`config.mk`:
```
export PLATFORM = sky130hd
export DESIGN_NAME = modular_exponentiation
export DESIGN_NICKNAME = d
export VERILOG_FILES = /design/src/design/modexp_pkg.sv /design/src/design/modexp_mulmod.sv /design/src/design/modular_exponentiation.sv
export SDC_FILE = /design/constraint.sdc
export NUM_CORES = 1
export LEC_CHECK = 0
export BUFFER_PORTS_ARGS = -buffer_cell sky130_fd_sc_hd__buf_4
export CAP_MARGIN = 20
export CORE_UTILIZATION = 35
export DETAILED_ROUTE_END_ITERATION = 7
export GPL_ROUTABILITY_DRIVEN = 0
export PLACE_DENSITY = 0.49
export RECOVER_POWER = 100
export SLEW_MARGIN = 20
export SYNTH_ARGS = -nofsm -noshare
export SYNTH_HDL_FRONTEND = slang
export SYNTH_SLANG_ARGS = --single-unit
```
`constraint.sdc`:
```
create_clock -name clk_i -period 9.8 [get_ports clk_i]
set_input_delay 1.96 -clock clk_i [delete_from_list [all_inputs] [get_ports clk_i]]
set_output_delay 1.96 -clock clk_i [all_outputs]
set_load 0.01 [all_outputs]
```
`src/design/modexp_pkg.sv`:
```
`timescale 1ns / 1ps
`default_nettype none

package modexp_pkg;

  // status of the bit-serial modular multiplier as seen by the sequencer
  typedef struct packed {
    logic busy;
    logic done;
  } mm_status_t;

endpackage

`default_nettype wire

```
`src/design/modexp_mulmod.sv`:
```
`timescale 1ns / 1ps
`default_nettype none

module modexp_mulmod #(
  parameter int unsigned W = 32
) (
  input  wire logic                     clk_i,
  input  wire logic                     rst_ni,
  input  wire logic                     start_i,
  input  wire logic [W-1:0]             a_i,
  input  wire logic [W-1:0]             b_i,
  input  wire logic [W-1:0]             m_i,
  output logic [W-1:0]                  result_o,
  output modexp_pkg::mm_status_t        status_o
);
  import modexp_pkg::*;

  localparam int unsigned CntW = (W > 1) ? $clog2(W) : 1;

  logic [W-1:0]    a_q, a_d, b_q, b_d, acc_q, acc_d;
  logic [CntW-1:0] cnt_q, cnt_d;
  logic            busy_q, busy_d, done_q, done_d;

  logic [W:0]   dbl, dbl_sub, sum, sum_sub;
  logic [W-1:0] dbl_mod, step_acc;

  // one multiplier bit per cycle, msb first: acc = 2*acc + bit*b, reduced twice
  always_comb begin
    dbl      = {acc_q, 1'b0};
    dbl_sub  = dbl - {1'b0, m_i};
    dbl_mod  = (dbl >= {1'b0, m_i}) ? dbl_sub[W-1:0] : dbl[W-1:0];
    sum      = {1'b0, dbl_mod} + (a_q[W-1] ? {1'b0, b_q} : {(W+1){1'b0}});
    sum_sub  = sum - {1'b0, m_i};
    step_acc = (sum >= {1'b0, m_i}) ? sum_sub[W-1:0] : sum[W-1:0];
  end

  always_comb begin
    a_d    = a_q;
    b_d    = b_q;
    acc_d  = acc_q;
    cnt_d  = cnt_q;
    busy_d = busy_q;
    done_d = 1'b0;
    if (start_i) begin
      a_d    = a_i;
      b_d    = b_i;
      acc_d  = '0;
      cnt_d  = CntW'(W - 1);
      busy_d = 1'b1;
    end else if (busy_q) begin
      acc_d = step_acc;
      a_d   = {a_q[W-2:0], 1'b0};
      cnt_d = cnt_q - 1'b1;
      if (cnt_q == '0) begin
        busy_d = 1'b0;
        done_d = 1'b1;
      end
    end
  end

  always_ff @(posedge clk_i or negedge rst_ni) begin
    if (!rst_ni) begin
      busy_q <= 1'b0;
      done_q <= 1'b0;
      cnt_q  <= '0;
    end else begin
      busy_q <= busy_d;
      done_q <= done_d;
      cnt_q  <= cnt_d;
    end
  end

  always_ff @(posedge clk_i) begin
    a_q   <= a_d;
    b_q   <= b_d;
    acc_q <= acc_d;
  end

  assign result_o = acc_q;
  assign status_o = '{busy: busy_q, done: done_q};

endmodule

`default_nettype wire

```
`src/design/modular_exponentiation.sv`:
```
`timescale 1ns / 1ps
`default_nettype none

// Modular exponentiation: each base word gives base^exponent mod modulus, with
// exponent and modulus taken from the APB registers (exponent at index 0,
// modulus at index 1, both reset to 1). The base is reduced first, then every
// exponent bit from the msb down squares the running value and, where the bit
// is set, multiplies it by the reduced base. All multiplications run through
// one bit-serial modular multiplier; a modulus of zero gives a result of 0.
// One item is in work at a time; a finished word waits in the output register
// while the next base is accepted. Write registers only while the block is
// idle.
module modular_exponentiation #(
  parameter int unsigned OPERAND_BITS = 32
) (
  input  wire logic                          clk_i,
  input  wire logic                          rst_ni,
  input  wire logic                          in_valid_i,
  output logic                               in_ready_o,
  input  wire logic [OPERAND_BITS-1:0]       base_i,
  output logic                               out_valid_o,
  input  wire logic                          out_ready_i,
  output logic [OPERAND_BITS-1:0]            power_mod_o,
  input  wire logic                          psel,
  input  wire logic                          penable,
  input  wire logic                          pwrite,
  input  wire logic [((OPERAND_BITS > 32) ? 4 : 3)-1:0]   paddr,
  input  wire logic [((OPERAND_BITS > 32) ? 64 : 32)-1:0] pwdata,
  output logic [((OPERAND_BITS > 32) ? 64 : 32)-1:0]      prdata,
  output logic                               pready
);
  import modexp_pkg::*;

  localparam int unsigned W     = OPERAND_BITS;
  localparam int unsigned AddrW = (OPERAND_BITS > 32) ? 4 : 3;
  localparam int unsigned DataW = (OPERAND_BITS > 32) ? 64 : 32;
  localparam int unsigned IdxW  = $clog2(OPERAND_BITS);

  localparam logic [2:0] ST_IDLE = 3'd0;
  localparam logic [2:0] ST_RED  = 3'd1;
  localparam logic [2:0] ST_SQR  = 3'd2;
  localparam logic [2:0] ST_MUL  = 3'd3;
  localparam logic [2:0] ST_FIN  = 3'd4;

  logic [2:0]      state_q, state_d;
  logic [IdxW-1:0] idx_q, idx_d;
  logic [W-1:0]    exponent_q, modulus_q;
  logic [W-1:0]    base_q, base_d, r_q, r_d, out_q, out_d;
  logic            out_valid_q, out_valid_d;
  logic            out_load;

  logic            mm_start;
  logic [W-1:0]    mm_a, mm_b, mm_result, one_mod;
  mm_status_t      mm_status;
  logic            cfg_wr;

  // apb registers
  assign pready = 1'b1;
  assign cfg_wr = psel && penable && pwrite;
  assign prdata = paddr[AddrW-1] ? DataW'(modulus_q) : DataW'(exponent_q);

  always_ff @(posedge clk_i or negedge rst_ni) begin
    if (!rst_ni) begin
      exponent_q <= W'(1);
      modulus_q  <= W'(1);
    end else if (cfg_wr) begin
      if (paddr[AddrW-1]) begin
        modulus_q <= pwdata[W-1:0];
      end else begin
        exponent_q <= pwdata[W-1:0];
      end
    end
  end

  assign one_mod    = (modulus_q == W'(1)) ? '0 : W'(1);
  assign in_ready_o = (state_q == ST_IDLE) && !mm_status.busy;

  modexp_mulmod #(
    .W(W)
  ) u_mulmod (
    .clk_i   (clk_i),
    .rst_ni  (rst_ni),
    .start_i (mm_start),
    .a_i     (mm_a),
    .b_i     (mm_b),
    .m_i     (modulus_q),
    .result_o(mm_result),
    .status_o(mm_status)
  );

  always_comb begin
    state_d  = state_q;
    idx_d    = idx_q;
    base_d   = base_q;
    r_d      = r_q;
    mm_start = 1'b0;
    mm_a     = mm_result;
    mm_b     = mm_result;
    out_load = 1'b0;
    case (state_q)
      ST_IDLE: begin
        if (in_valid_i && in_ready_o) begin
          if (modulus_q == '0) begin
            r_d     = '0;
            state_d = ST_FIN;
          end else begin
            // base mod m as base * (1 mod m)
            mm_start = 1'b1;
            mm_a     = base_i;
            mm_b     = one_mod;
            state_d  = ST_RED;
          end
        end
      end
      ST_RED: begin
        if (mm_status.done) begin
          base_d   = mm_result;
          r_d      = one_mod;
          mm_start = 1'b1;
          mm_a     = one_mod;
          mm_b     = one_mod;
          idx_d    = IdxW'(W - 1);
          state_d  = ST_SQR;
        end
      end
      ST_SQR: begin
        if (mm_status.done) begin
          r_d = mm_result;
          if (exponent_q[idx_q]) begin
            mm_start = 1'b1;
            mm_b     = base_q;
            state_d  = ST_MUL;
          end else if (idx_q == '0) begin
            state_d = ST_FIN;
          end else begin
            idx_d    = idx_q - 1'b1;
            mm_start = 1'b1;
          end
        end
      end
      ST_MUL: begin
        if (mm_status.done) begin
          r_d = mm_result;
          if (idx_q == '0) begin
            state_d = ST_FIN;
          end else begin
            idx_d    = idx_q - 1'b1;
            mm_start = 1'b1;
            state_d  = ST_SQR;
          end
        end
      end
      ST_FIN: begin
        if (!out_valid_q || out_ready_i) begin
          out_load = 1'b1;
          state_d  = ST_IDLE;
        end
      end
      default: begin
        state_d = ST_IDLE;
      end
    endcase
  end

  // output register
  always_comb begin
    out_d       = out_q;
    out_valid_d = out_valid_q;
    if (out_valid_q && out_ready_i) begin
      out_valid_d = 1'b0;
    end
    if (out_load) begin
      out_d       = r_q;
      out_valid_d = 1'b1;
    end
  end

  always_ff @(posedge clk_i or negedge rst_ni) begin
    if (!rst_ni) begin
      state_q     <= ST_IDLE;
      idx_q       <= '0;
      out_valid_q <= 1'b0;
    end else begin
      state_q     <= state_d;
      idx_q       <= idx_d;
      out_valid_q <= out_valid_d;
    end
  end

  always_ff @(posedge clk_i) begin
    base_q <= base_d;
    r_q    <= r_d;
    out_q  <= out_d;
  end

  assign out_valid_o = out_valid_q;
  assign power_mod_o = out_q;

endmodule

`default_nettype wire

```
== Yosys cells after proc, flatten, opt, wreduce, memory -nomap -nowiden ==
Cells that the tools add are included.

* Flip-flop bits (word level): 272
* Latch bits: 0
* Bits in writable memories: 0
* Bits in read-only memories: 0
* Output and inout bits: 67
* Memories kept: 0

* Add/subtract/negate cells: 5
* Multipliers: 0
* Divide/modulo/power cells: 0
* Order comparisons: 3
* Equality and inequality tests: 14
* Shifts and indexed selects: 0
* Mux-type cells: 59
* Bitwise logic cells: 1
* Reduce and logical (&&, ||, !) cells: 23

{| class="wikitable"
|+ Operator list
! kind !! count
|-
| two-way mux 32 bit || 17
|-
| one-hot mux 32 bit (3 select lines) || 2
|-
| greater-or-equal comparator 33 x 32 -> 1 bit || 2
|-
| one-hot mux 32 bit (2 select lines) || 1
|-
| subtractor 32 bit || 2
|-
| two-way mux 5 bit || 7
|-
| adder 32 x 32 -> 33 bit || 1
|-
| == test 32 x 1 -> 1 bit (second input constant) || 1
|-
| logical NOT 32 bit || 1
|-
| two-way mux 3 bit || 9
|-
| two-way mux 1 bit || 19
|-
| one-hot mux 3 bit (5 select lines) || 1
|-
| one-hot mux 5 bit (3 select lines) || 1
|-
| inequality test 2 x 1 -> 1 bit (second input constant) || 6
|-
| logical NOT 5 bit || 2
|-
| AND reduction 5 bit || 2
|-
| subtractor 5 x 1 -> 5 bit (second input constant) || 2
|-
| == test 3 x 2 -> 1 bit (second input constant) || 2
|-
| less-than comparator 5 x 6 -> 1 bit (second input constant) || 1
|-
| AND reduction 2 bit || 3
|-
| AND reduction 6 bit || 1
|-
| nonzero test 3 bit || 2
|-
| binary-select mux 1 bit (select 5 bit) || 1
|-
| logical AND 1 bit || 5
|-
| other kinds (11) || 14
|}

== Longest topological paths before layout ==
* Depth after elaboration: 6
* Mapped depth: 36

== Cells and area by module ==
From an unflattened synthesis, not the netlist that was laid out.

* Cells, all modules: 1672
* Area, all modules: 17426.7 um^2

{| class="wikitable"
|+ Modules (own cells, without submodules)
! module !! instances !! cells each !! area each (um^2) !! seq. area each (um^2)
|-
| modexp_mulmod || 1 || 1131 || 9680.5 || 2737.6
|-
| modular_exponentiation || 1 || 541 || 7746.2 || 4712.0
|}

== Least setup slack after synthesis ==
Ideal clock, no wire load.

* Path kind: register to register
* Start: reg modulus_q[1]
* End: reg u_mulmod.acc_q[27], in the netlist u_mulmod.result_o[27]
* Setup time: 0.090 ns
* Data arrival time: 6.746 ns
* Slack: 2.964 ns
* Cell stages (with the launch flop): 34
* Buffers on the path: 2
* Clock period less this slack: 6.836 ns
* Cell sequence: dfrtp_1 > inv_1 > ha_1 > nor2b_1 > o211ai_1 > a21boi_1 > o311ai_1 > o21ai_1 > a21oi_1 > o21ai_1 > a41oi_2 > buf_2 > nand2_1 > o21ai_0 > ha_1 > or4_1 > o21ai_1 > a311oi_1 > o21ai_0 > nand2b_1 > a21o_1 > a21oi_1 > xnor2_1 > ha_1 > buf_2 > a21o_1 > a21o_1 > a2111oi_0 > a22oi_1 > a21oi_1 > nand2_1 > a2111oi_0 > o221ai_1 > a21oi_1

* Cells in the longest elaborated chain, start to end: 5
* Elaborated cells between the ends (all ways): 11

{| class="wikitable"
|+ Ends and longest elaborated chain
! item !! RTL line !! RTL
|-
| start: declaration || modular_exponentiation.sv:47 || <nowiki>logic [W-1:0] exponent_q, modulus_q;</nowiki>
|-
| start signal: assignment || modular_exponentiation.sv:68 || <nowiki>modulus_q <= pwdata[W-1:0];</nowiki>
|-
| subtractor 32 bit or greater-or-equal comparator 33 x 32 -> 1 bit (tied branches) || modexp_mulmod.sv:30, modexp_mulmod.sv:31 ||
|-
| two-way mux 32 bit || modexp_mulmod.sv:31 || <nowiki>dbl_mod = (dbl >= {1'b0, m_i}) ? dbl_sub[W-1:0] : dbl[W-1:0];</nowiki>
|-
| adder 32 x 32 -> 33 bit || modexp_mulmod.sv:32 || <nowiki>sum = {1'b0, dbl_mod} + (a_q[W-1] ? {1'b0, b_q} : {(W+1){1'b0}});</nowiki>
|-
| subtractor 32 bit or greater-or-equal comparator 33 x 32 -> 1 bit (tied branches) || modexp_mulmod.sv:33, modexp_mulmod.sv:34 ||
|-
| two-way mux 32 bit || modexp_mulmod.sv:34 || <nowiki>step_acc = (sum >= {1'b0, m_i}) ? sum_sub[W-1:0] : sum[W-1:0];</nowiki>
|-
| end signal: assignment || modexp_mulmod.sv:76 || <nowiki>acc_q <= acc_d;</nowiki>
|-
| end: declaration || modexp_mulmod.sv:20 || <nowiki>logic [W-1:0] a_q, a_d, b_q, b_d, acc_q, acc_d;</nowiki>
|}

Several ways; a longest one is shown, not always the timed one.
A chain may end at the register's enable or synchronous reset.

== Worst setup path in the final report ==
* Start: reg modulus_q[6]
* End: reg u_mulmod.acc_q[27], in the netlist u_mulmod.result_o[27]

Same word-level chain as after synthesis.

==> impl_metrics.toml <==
[synthesis]
synth.most_common_cell = "edfxtp_1"
yosys.area.top_type = "edfxtp_1"
syn_area_mm2 = 0.01700
yosysUniqueCellTypes = 79
synth_edf_count = 160
yosys_warnings = 0
synthTopCellsByArea = "edfxtp_1, dfrtp_1, ha_1"
synth_async_sr_flop_share_pct = 29.41
yosysSeqAreaShare_pct = 43.82
ys_ff_latch = 272
synth_fp_nets = 1840
synthTopCellsByCount = "edfxtp_1, nand2_1, a21oi_1"
synthCells = 1664
netlist.area_leader.share_pct = 28.26
syn_area_per_cell_um2 = 10.22
ys.flop_type = "edfxtp_1"

[global_route]
grt_pass1_wl_mm = 73.02
grt_pass1_vias = 12650
grt_usage_pct = 18.95
grt_max_degree = 53
antenna_found_initial = 0
grt_overflow = 0

[drt]
drt-initial-drc-count = 751
vias_per_cell = 5.279
ant_nets = 0
num_vias = 12800
drtPass1Iterations = 5
avgRoutedWirePerCell_um = 19.27
drc = 0
drt_wl_total_mm = 46.71

[setup_path]
cpPeakStageDelay_ps = 560
cp-start-kind = "flip-flop"
r2r-start = "modulus_q[6]"
ff2ff_setup_slack_ps = 990
arrival_ps = 9090
crit_type = "flip-flop to flip-flop"
cp_slowest_cell = "o311ai_1"
cp_max_fo = 28
cp.required_ps = 10080
reg2reg_depth = 31
crit_path_end_kind = "flip-flop"
path_common_cell = "a21oi_1"
cp-endpoint = "u_mulmod.result_o[27]"
reg2reg_to = "u_mulmod.result_o[27]"
cp-startpoint = "modulus_q[6]"

[die]
dieArea_mm2 = 0.04946
die_height_um = 222.4
die_w_um = 222.4
num_rows = 80
core_area_mm2 = 0.04785
num_io_pins = 141
initial_core_util_pct = 35.53

[place]
dp_slack_ps = 1111
dpl.hpwl_mm = 35.43
port-buffer-count = 137
dpl_cell_area_mm2 = 0.01868

[run]
cap_violations = 13

[status]
violations = "max-capacitance violations, max-slew violations"
status = "finished, violations left"

[sta]
finalMaxSlewViolations = 466
finalCriticalPeriod_ps = 8808
worst_slew_pin_slew_ps = 2974
relSlewSlack_pct = -98.27
fin_crit_sh_pct = 89.87
fin_skew_ps = 18.70
finalSetupTns_ps = 0
rsz0062_at_grt = "false"
setup-violations-final = 0
timing.fmax_mhz = 113.5
holdWs_ps = 415.2
timing.final.ws_setup_ps = 992.3
finalHoldViolations = 0

[clock_tree]
cts_tree = "built"
cts_setup_buffers = 0
cts_root_buffer = "clkbuf_16"
clock_latency_ps = 540
hold_buffers = 0
cts_max_level = 2
clock_path_buffers = 3
cts-resized-gates = 0
cts.clk_slew.worst_paths_ps = 60
cts_buffers = 35
cts_sinks = 272

[final_layout]
final_nets = 1959
num_antenna_cells = 0
nFillCells = 4785
drive_above_1_share_pct = 14.04
syn2layout_area_growth_pct = 15.16
fin_area_mm2 = 0.01958

[min_path]
hold_path_class = "flip-flop to flip-flop"
holdPathStages = 0
==> layout by cell type, fill, tap and decap left out, drive strengths merged, types with 9 or more instances in the layout <==
master	n
clkbuf	113
mux2i	44
a22o	31
clkinv	12
mux2	98
mux4	9
nand3	27
nor2	87
nand2b	14
o211ai	12
inv	64
nor4	12
and3	10
nand2	159
a31oi	19
a211oi	19
o21ai	132
xnor2	56
ha	99
edfxtp	160
dfxtp	32
a21oi	121
xor2	36
o21a	12
dfrtp	78
nand4	18
nor2b	15
and2	71
a21o	53
buf	93
nor3	13
==> logic make-up after synthesis <==
group                      share of synthesized area, %
muxes                                             10.27
AOI/OAI and AO/OA                                 17.51
buffers and inverters                             3.415
adders and majority gates                         7.640
DFF                                               43.82
other                                           0.02206
and+or+nand+nor                                   12.58
xor gates and xnor gates                          4.740
==> flip-flops by register name, summed over array words and instances, names as in the netlist, 3 cells and up <==
name               count
base_q                32
exponent_q            32
modulus_q             32
power_mod_o           32
r_q                   32
u_mulmod.a_q          32
u_mulmod.b_q          32
u_mulmod.result_o     32
idx_q                  5
u_mulmod.cnt_q         5
state_q                3
==> critical path: cells and delay by family (launching register included) <==
| kind | cells | cell delay [ps] |
|---|---|---|
| flip-flops | 1 | 450 |
| AND/OR/NAND/NOR | 4 | 520 |
| adder cells (fa/ha/maj) | 3 | 1200 |
| XOR/XNOR | 1 | 440 |
| buffers and inverters | 2 | 470 |
| AO/OA/AOI/OAI | 21 | 5440 |
==> worst min path at each step <==
stage / start / end
2_1_floorplan: r_q[0] / power_mod_o[0]
3_3_place_gp: r_q[8] / power_mod_o[8]
3_5_place_dp: r_q[4] / power_mod_o[4]
4_1_cts: r_q[16] / power_mod_o[16]
5_1_grt: r_q[14] / power_mod_o[14]
6_report: r_q[9] / power_mod_o[9]
==> final cells by class <==
type                       count  area (um2)  share of cell area, %
tap                          615       769.5                  3.930
timing repair buffer         160       957.2                  4.889
multi-input combinational   1250        8984                  45.89
sequential                   272        7451                  38.06
clock inverter                17       186.4                 0.9523
inverter                      64       240.2                  1.227
clock buffer                  46       989.7                  5.055
==> per-layer routing <==
metal	track usage, %	up-vias	wire length [um]
met5	0	-	0
met4	4.360	0	901
met3	2.923	57	2121
met2	28.48	288	19770
met1	28.38	6073	23920
li1	-	6378	-
==> stage by stage <==
step,util [%],std cells
6_report,40.92,2424
5_1_grt,40.92,2424
4_1_cts,41.50,2424
3_5_place_dp,39.04,2361
3_3_place_gp,39.04,2361
2_1_floorplan,-,1664
Power is not shown: default switching activity piles up to over one toggle a cycle in this logic, so the estimate is an artifact.
